**src/hw/rtl/line_length_limit_scanner_assert.svh**
```systemverilog
// Assertion macros for the line length scanner.
`ifndef LINE_LENGTH_LIMIT_SCANNER_ASSERT_SVH
`define LINE_LENGTH_LIMIT_SCANNER_ASSERT_SVH

// Same-cycle implication, checked out of reset.
`define LLLS_ASSERT_IMPLY(name, ante, cons) \
  name: assert property (@(posedge clk) disable iff (rst) (ante) |-> (cons)) \
    else $error("llls: implication check failed");

// Next-cycle implication, checked out of reset.
`define LLLS_ASSERT_NEXT(name, ante, cons) \
  name: assert property (@(posedge clk) disable iff (rst) (ante) |=> (cons)) \
    else $error("llls: next-cycle check failed");

`endif

```
**src/hw/rtl/llls_pkg.sv**
```systemverilog
package llls_pkg;

  localparam int unsigned LINE_LEN_W   = 16;
  localparam int unsigned COUNT_W      = 32;
  localparam int unsigned LIMIT_W      = 16;

  localparam int unsigned LENGTH_BITS_DEFAULT = 16;
  localparam int unsigned COUNT_BITS_DEFAULT  = 32;

  localparam logic [7:0]         CHAR_LF     = 8'h0A;
  localparam logic [7:0]         CHAR_CR     = 8'h0D;
  localparam logic [LIMIT_W-1:0] LIMIT_RESET = LIMIT_W'(156);

  typedef struct packed {
    logic [7:0] data_byte;
    logic       file_end;
  } item_t;

  typedef struct packed {
    logic                  line_valid;
    logic [COUNT_W-1:0]    line_number;
    logic [LINE_LEN_W-1:0] line_length;
    logic                  over_limit;
    logic [LINE_LEN_W-1:0] longest_length;
    logic [COUNT_W-1:0]    longest_line_number;
    logic [COUNT_W-1:0]    over_count;
    logic                  end_of_file;
  } result_t;

endpackage

```
**src/hw/rtl/line_length_limit_scanner.sv**
```systemverilog
// Line length scanner: splits a byte stream into lines (CR or LF ends a line,
// one directly following CR or LF is its partner) and reports each line.
// Input channel item_valid/item_stall/item carries one byte and a last-byte
// flag per transfer. Result channel result_valid/result_stall/result carries
// the line number, length, limit flag and running totals; the last byte of a
// file always gives one result with end_of_file set, after which the totals
// clear. Partner bytes, and ordinary bytes that are not the last, give none.
// limit_write_enable/limit_write_data set the length limit; write it only
// while the block is idle.
// A byte's transfer loads the input register; the result register is then loaded
// from the input register when the output is not stalled.
// Throughput: one byte per cycle while result_stall does not hold a pending result.
// Reset (rst, synchronous) empties both registers, clears the line state and
// sets the limit to 156. While result_stall holds a pending result, the byte
// in the input register waits and item_stall is raised; nothing is lost.
module line_length_limit_scanner #(
  parameter int unsigned LENGTH_BITS = llls_pkg::LENGTH_BITS_DEFAULT,
  parameter int unsigned COUNT_BITS  = llls_pkg::COUNT_BITS_DEFAULT
) (
  input  logic                         clk,
  input  logic                         rst,
  input  logic                         item_valid,
  output logic                         item_stall,
  input  llls_pkg::item_t              item,
  output logic                         result_valid,
  input  logic                         result_stall,
  output llls_pkg::result_t            result,
  input  logic                         limit_write_enable,
  input  logic [llls_pkg::LIMIT_W-1:0] limit_write_data
);

  `include "line_length_limit_scanner_assert.svh"

  logic                         stage_valid;
  llls_pkg::item_t              stage_item;
  logic [llls_pkg::LIMIT_W-1:0] limit;
  logic                         advance;
  logic                         step;
  logic                         core_has_result;
  llls_pkg::result_t            core_result;

  assign advance    = !result_valid || !result_stall;
  assign step       = stage_valid && advance;
  assign item_stall = stage_valid && !advance;

  llls_core #(
    .LENGTH_BITS (LENGTH_BITS),
    .COUNT_BITS  (COUNT_BITS)
  ) u_core (
    .clk        (clk),
    .rst        (rst),
    .step       (step),
    .item       (stage_item),
    .limit      (limit),
    .has_result (core_has_result),
    .result     (core_result)
  );

  always_ff @(posedge clk) begin
    if (rst) begin
      limit <= llls_pkg::LIMIT_RESET;
    end else if (limit_write_enable) begin
      limit <= limit_write_data;
    end
  end

  always_ff @(posedge clk) begin
    if (rst) begin
      stage_valid <= 1'b0;
    end else if (item_valid && !item_stall) begin
      stage_valid <= 1'b1;
    end else if (advance) begin
      stage_valid <= 1'b0;
    end
  end

  always_ff @(posedge clk) begin
    if (item_valid && !item_stall) begin
      stage_item <= item;
    end
  end

  always_ff @(posedge clk) begin
    if (rst) begin
      result_valid <= 1'b0;
    end else if (advance) begin
      result_valid <= step && core_has_result;
    end
  end

  always_ff @(posedge clk) begin
    if (advance) begin
      result <= core_result;
    end
  end

  `LLLS_ASSERT_IMPLY(a_no_line_is_eof, result_valid && !result.line_valid, result.end_of_file)
  `LLLS_ASSERT_IMPLY(a_no_line_zero, result_valid && !result.line_valid, (result.line_number == '0) && (result.line_length == '0) && !result.over_limit)
  `LLLS_ASSERT_IMPLY(a_over_needs_line, result_valid && result.over_limit, result.line_valid)
  `LLLS_ASSERT_NEXT(a_stall_holds_stage, stage_valid && item_stall, stage_valid)

endmodule

```
**src/hw/rtl/llls_core.sv**
```systemverilog
module llls_core #(
  parameter int unsigned LENGTH_BITS = llls_pkg::LENGTH_BITS_DEFAULT,
  parameter int unsigned COUNT_BITS  = llls_pkg::COUNT_BITS_DEFAULT
) (
  input  logic                          clk,
  input  logic                          rst,
  input  logic                          step,
  input  llls_pkg::item_t               item,
  input  logic [llls_pkg::LIMIT_W-1:0]  limit,
  output logic                          has_result,
  output llls_pkg::result_t             result
);

  localparam int unsigned CMP_W =
    (LENGTH_BITS > llls_pkg::LIMIT_W) ? LENGTH_BITS : llls_pkg::LIMIT_W;

  logic                   after_term;
  logic [LENGTH_BITS-1:0] cur_len;
  logic [COUNT_BITS-1:0]  lines;
  logic [LENGTH_BITS-1:0] max_len;
  logic [COUNT_BITS-1:0]  max_line;
  logic [COUNT_BITS-1:0]  over_cnt;

  logic                   after_term_next;
  logic [LENGTH_BITS-1:0] cur_len_next;
  logic [COUNT_BITS-1:0]  lines_next;
  logic [LENGTH_BITS-1:0] max_len_next;
  logic [COUNT_BITS-1:0]  max_line_next;
  logic [COUNT_BITS-1:0]  over_cnt_next;

  logic                   term;
  logic                   eof;
  logic                   finish;
  logic                   over;
  logic                   new_max;
  logic [LENGTH_BITS-1:0] cur_inc;
  logic [LENGTH_BITS-1:0] line_len;
  logic [COUNT_BITS-1:0]  lines_inc;
  logic [COUNT_BITS-1:0]  over_inc;

  always_comb begin
    term      = (item.data_byte == llls_pkg::CHAR_LF) || (item.data_byte == llls_pkg::CHAR_CR);
    eof       = item.file_end;
    cur_inc   = (cur_len == '1) ? cur_len : cur_len + LENGTH_BITS'(1);
    lines_inc = (lines == '1) ? lines : lines + COUNT_BITS'(1);
    over_inc  = (over_cnt == '1) ? over_cnt : over_cnt + COUNT_BITS'(1);
    line_len  = term ? cur_len : cur_inc;
    finish    = (term && !after_term && !(eof && (cur_len == '0))) || (!term && eof);
    has_result = eof || (term && !after_term);
    over      = CMP_W'(line_len) > CMP_W'(limit);
    new_max   = finish && (line_len > max_len);

    max_len_next  = new_max ? line_len : max_len;
    max_line_next = new_max ? lines_inc : max_line;
    over_cnt_next = (finish && over) ? over_inc : over_cnt;
    lines_next    = finish ? lines_inc : lines;
    cur_len_next  = term ? '0 : cur_inc;
    after_term_next = term && !after_term;
  end

  always_comb begin
    result.line_valid          = finish;
    result.line_number         = finish ? llls_pkg::COUNT_W'(lines_inc) : '0;
    result.line_length         = finish ? llls_pkg::LINE_LEN_W'(line_len) : '0;
    result.over_limit          = finish && over;
    result.longest_length      = llls_pkg::LINE_LEN_W'(max_len_next);
    result.longest_line_number = llls_pkg::COUNT_W'(max_line_next);
    result.over_count          = llls_pkg::COUNT_W'(over_cnt_next);
    result.end_of_file         = eof;
  end

  // end of file clears the per-file state
  always_ff @(posedge clk) begin
    if (rst) begin
      after_term <= 1'b0;
      cur_len    <= '0;
      lines      <= '0;
      max_len    <= '0;
      max_line   <= '0;
      over_cnt   <= '0;
    end else if (step) begin
      if (eof) begin
        after_term <= 1'b0;
        cur_len    <= '0;
        lines      <= '0;
        max_len    <= '0;
        max_line   <= '0;
        over_cnt   <= '0;
      end else begin
        after_term <= after_term_next;
        cur_len    <= cur_len_next;
        lines      <= lines_next;
        max_len    <= max_len_next;
        max_line   <= max_line_next;
        over_cnt   <= over_cnt_next;
      end
    end
  end

endmodule
```
**config.mk**
```make
export PLATFORM = sky130hd
export DESIGN_NAME = line_length_limit_scanner
export DESIGN_NICKNAME = d
export VERILOG_FILES = /design/src/hw/rtl/llls_pkg.sv /design/src/hw/rtl/line_length_limit_scanner.sv /design/src/hw/rtl/llls_core.sv
export VERILOG_INCLUDE_DIRS = /design/src /design/src/hw/rtl
export SDC_FILE = /design/constraint.sdc
export NUM_CORES = 1
export LEC_CHECK = 0
export ABC_AREA = 0
export BUFFER_PORTS_ARGS = -buffer_cell sky130_fd_sc_hd__clkbuf_2
export CAP_MARGIN = 10
export CORE_MARGIN = 2
export CORE_UTILIZATION = 30
export CTS_CLUSTER_DIAMETER = 60
export CTS_CLUSTER_SIZE = 40
export DETAILED_ROUTE_END_ITERATION = 8
export PLACE_DENSITY_LB_ADDON = 0.15
export SLEW_MARGIN = 25
export SYNTH_ARGS = -nofsm -noshare
export SYNTH_HDL_FRONTEND = slang
export SYNTH_SLANG_ARGS = --single-unit
```
**constraint.sdc**
```tcl
create_clock -name clk -period 14.5 [get_ports clk]
set_input_delay 0.725 -clock clk [delete_from_list [all_inputs] [get_ports clk]]
set_output_delay 0.725 -clock clk [all_outputs]
set_load 0.01 [all_outputs]
```
==> flow_summary.json <==
{
  "num_rows": 77,
  "cp_common_cell": "and3_1",
  "hold_class": "input pin to flip-flop",
  "async_flop_share_pct": 0,
  "power_frac_seq_pct": 49.7,
  "fin_area_mm2": 0.0157,
  "cp-start-kind": "flip-flop",
  "diodes": 0,
  "synth-edff-count": 140,
  "multi_input_area_mm2": 0.00563,
  "grt_pass1_vias": 10000,
  "die-area_mm2": 0.0463,
  "via_per_inst": 4.92,
  "synth.net_count": 1424,
  "endpoint_kind": "flip-flop",
  "max_stage_delay_ns": 0.62,
  "fmax_mhz": 167,
  "antenna_found_initial": 0,
  "dp_slack_ns": 8.54,
  "required_ns": 14.82,
  "p_int_mw": 1.32,
  "utilization_pct": 35.6,
  "powerDensity_mw_per_mm2": 114,
  "setup_tns_ns": 0,
  "finalMaxSlewViolations": 0,
  "cts_hold_buf": 0,
  "post_cts_resize_count": 0,
  "power.clock.fraction_pct": 43.8,
  "numCtsBuffers": 30,
  "firstDrtPassIters": 5,
  "vias": 10300,
  "crit_fanout": 24,
  "wirelength_um": 35900,
  "avgSynthCellArea_um2": 9.85,
  "ys_warn_count": 0,
  "cts_tree": "built",
  "drt_iter0_markers": 651,
  "switching_share_pct": 26.1,
  "clock-skew-final_ns": 0.0144,
  "relSlewSlack_pct": 33.2,
  "n_fill_cell": 4569,
  "hp-start": "item[0]",
  "critical_path_class": "flip-flop to flip-flop",
  "finalCritPeriodShare_pct": 41.3,
  "drive_gt1_share_pct": 17.2,
  "regArea_mm2": 0.00715,
  "status": "finished clean",
  "crit_chain": "ha_1 > nand3_2 > nor4_4 > nor4b_1 > and2_0 > and3_1 > nand2_1 > xor2_1 > inv_1 > ha_1 > a21oi_1 > nor2b_1 > o31a_1 > a2111o_1 > a21oi_1 > o32ai_2 > buf_4 > and3_1 > and3_1 > xor2_1",
  "ys_seq_area_share_pct": 53.4,
  "hold_violations": 0,
  "grt-ovfl-total": 0,
  "hold_depth": 1,
  "hold-path-endpoint": "stage_item[0]",
  "final.min_clock_period_ns": 5.99,
  "fp.coreArea_mm2": 0.0441,
  "io_buffers": 162,
  "synth_cell_type_count": 70,
  "cts_setup_buffers": 0,
  "irDropWorstVdd_uv": 85.2,
  "grt_max_degree": 78,
  "maxCapViolations": 0,
  "netlist_area_mm2": 0.0134,
  "hold_ws_ns": 0.322,
  "worstRegToRegCells": 20,
  "cts_sinks": 287,
  "setup-violations-final": 0,
  "syn2layout_area_growth_pct": 17.2,
  "critPathArrivalTime_ns": 6.32,
  "combPwrFrac_pct": 6.4,
  "synth_flop_cell": "dfxtp_1",
  "ys_ff_latch": 287,
  "route.detailed.wl_per_inst_um": 17.1,
  "antenna_left": 0,
  "finalNetCount": 1546,
  "syn-instance-count": 1360,
  "path_clk_slew_ns": 0.08,
  "rr_endpoint": "result[30]",
  "p_total_mw": 1.79,
  "p_leak_nw": 6.29,
  "clk_root_buffer_cell": "clkbuf_16",
  "ios": 163,
  "r2r_start": "u_core.cur_len[0]",
  "placed_area_mm2": 0.0147,
  "drcViolationCount": 0,
  "rrSetupSlack_ns": 8.51,
  "instances_no_fill": 2098,
  "die_x_um": 215,
  "worst_slew_pin_slew_ns": 1.00,
  "initial_core_util_pct": 30.3,
  "timing.final.ws_setup_ns": 8.51,
  "place_congestion": 0.845,
  "grtUsageTotal_pct": 15.2,
  "switchingPower_mw": 0.467,
  "clk_latency_ns": 0.58,
  "grt_pass1_wl_um": 56800,
  "die_h_um": 215,
  "dp.cells": 2042,
  "clock_path_buffers": 3,
  "slowest_stage": "dfxtp_1",
  "place_hpwl_um": 24500,
  "rsz0062_at_grt": "false",
  "h-tree-depth": 1
}
[cell families (layout without fill, tap and decap cells)]
| logic type | Yosys count | after routing | synth area share [%] |
|---|---|---|---|
| buffers and inverters | 149 | 295 | 4.90 |
| multiplexers | 21 | 21 | 1.59 |
| AND/OR/NAND/NOR | 503 | 503 | 17.8 |
| flip-flops | 287 | 287 | 53.4 |
| adder cells (fa/ha/maj) | 34 | 34 | 3.18 |
| AO/OA/AOI/OAI | 288 | 288 | 14.0 |
| XOR/XNOR | 78 | 78 | 5.24 |
[state kept, by name, indices dropped and copies added, names as in the netlist]
register	flops
u_core.after_term	1
u_core.max_len	16
result	131
stage_valid	1
u_core.lines	32
u_core.max_line	32
result_valid	1
u_core.cur_len	16
u_core.over_cnt	32
stage_item	9
limit	16
[placed cells by master, fill, tap and decap left out, drive strengths merged, types with 6 or more instances in the layout]
| master | netlist | layout |
|---|---|---|
| clkbuf | 49 | 192 |
| or3 | 15 | 15 |
| and3 | 20 | 20 |
| nor2b | 6 | 6 |
| dfxtp | 147 | 147 |
| or4 | 10 | 10 |
| nand4 | 27 | 27 |
| o2bb2ai | 47 | 47 |
| o211ai | 8 | 8 |
| xor2 | 29 | 29 |
| xnor2 | 49 | 49 |
| clkinv | 0 | 10 |
| nor4 | 6 | 6 |
| a31oi | 19 | 19 |
| o21ai | 44 | 44 |
| a311o | 6 | 6 |
| ha | 34 | 34 |
| nor2 | 227 | 227 |
| mux2i | 19 | 19 |
| nor3 | 25 | 25 |
| nand2b | 8 | 8 |
| a21oi | 113 | 113 |
| buf | 39 | 17 |
| inv | 61 | 75 |
| edfxtp | 140 | 140 |
| a21o | 7 | 7 |
| nand2 | 90 | 90 |
| and2 | 9 | 9 |
| nand3 | 46 | 46 |
[power groups by stage]
stage	registers [mW]	logic, mW	clock network [mW]
3_3_place_gp	0.910	0.117	0
5_1_grt	0.894	0.128	0.845
2_1_floorplan	0.919	0.0578	0
6_report	0.891	0.115	0.785
3_5_place_dp	0.910	0.117	0
4_1_cts	0.892	0.117	0.816
[final cells by class]
cell class / count / share of cell area [%]
Sequential cell: 287 / 45.5
Multi-Input combinational cell: 924 / 35.9
Timing Repair Buffer: 178 / 5.93
Clock buffer: 31 / 4.87
Tap cell: 592 / 4.72
Clock inverter: 25 / 1.61
Inverter: 61 / 1.46
[worst max-delay path by stage]
stage	startpoint	end
6_report	u_core.cur_len[0]	result[30]
2_1_floorplan	result_stall	u_core.over_cnt[12]
5_1_grt	u_core.cur_len[0]	result[30]
4_1_cts	u_core.cur_len[0]	result[30]
3_3_place_gp	u_core.cur_len[0]	result[30]
3_5_place_dp	u_core.cur_len[0]	result[30]
[critical path, delay by kind of cell (launching register included)]
family	cells	cell delay, ns
buffers and inverters	2	0.43
adder cells (fa/ha/maj)	2	0.65
flip-flops	1	0.62
AO/OA/AOI/OAI	5	1.07
XOR/XNOR	2	0.65
AND/OR/NAND/NOR	9	2.31
[synth_stat cells (15+ instances only)]
library cell	n	area, um2
o2bb2ai_1	47	412
xnor2_1	48	420
nand4_1	24	150
a21oi_1	113	566
xor2_1	29	254
nor3_1	23	115
buf_2	26	130
a31oi_1	19	119
ha_1	34	425
or3_1	15	93.8
mux2i_1	19	190
clkbuf_1	49	184
edfxtp_1	140	4200
nand3_1	44	220
o21ai_0	43	215
and3_1	20	125
nor2_1	226	848
dfxtp_1	147	2940
inv_1	60	225
nand2_1	88	330
[layer usage]
metal	track usage, %	wire, um	vias to the layer above
li1	-	-	5109
met1	20.6	16800	4933
met2	25.0	16900	221
met3	2.09	1410	57
met4	4.87	901	0
met5	0	0	-
Note: power is estimated with default switching activity, not from simulation.
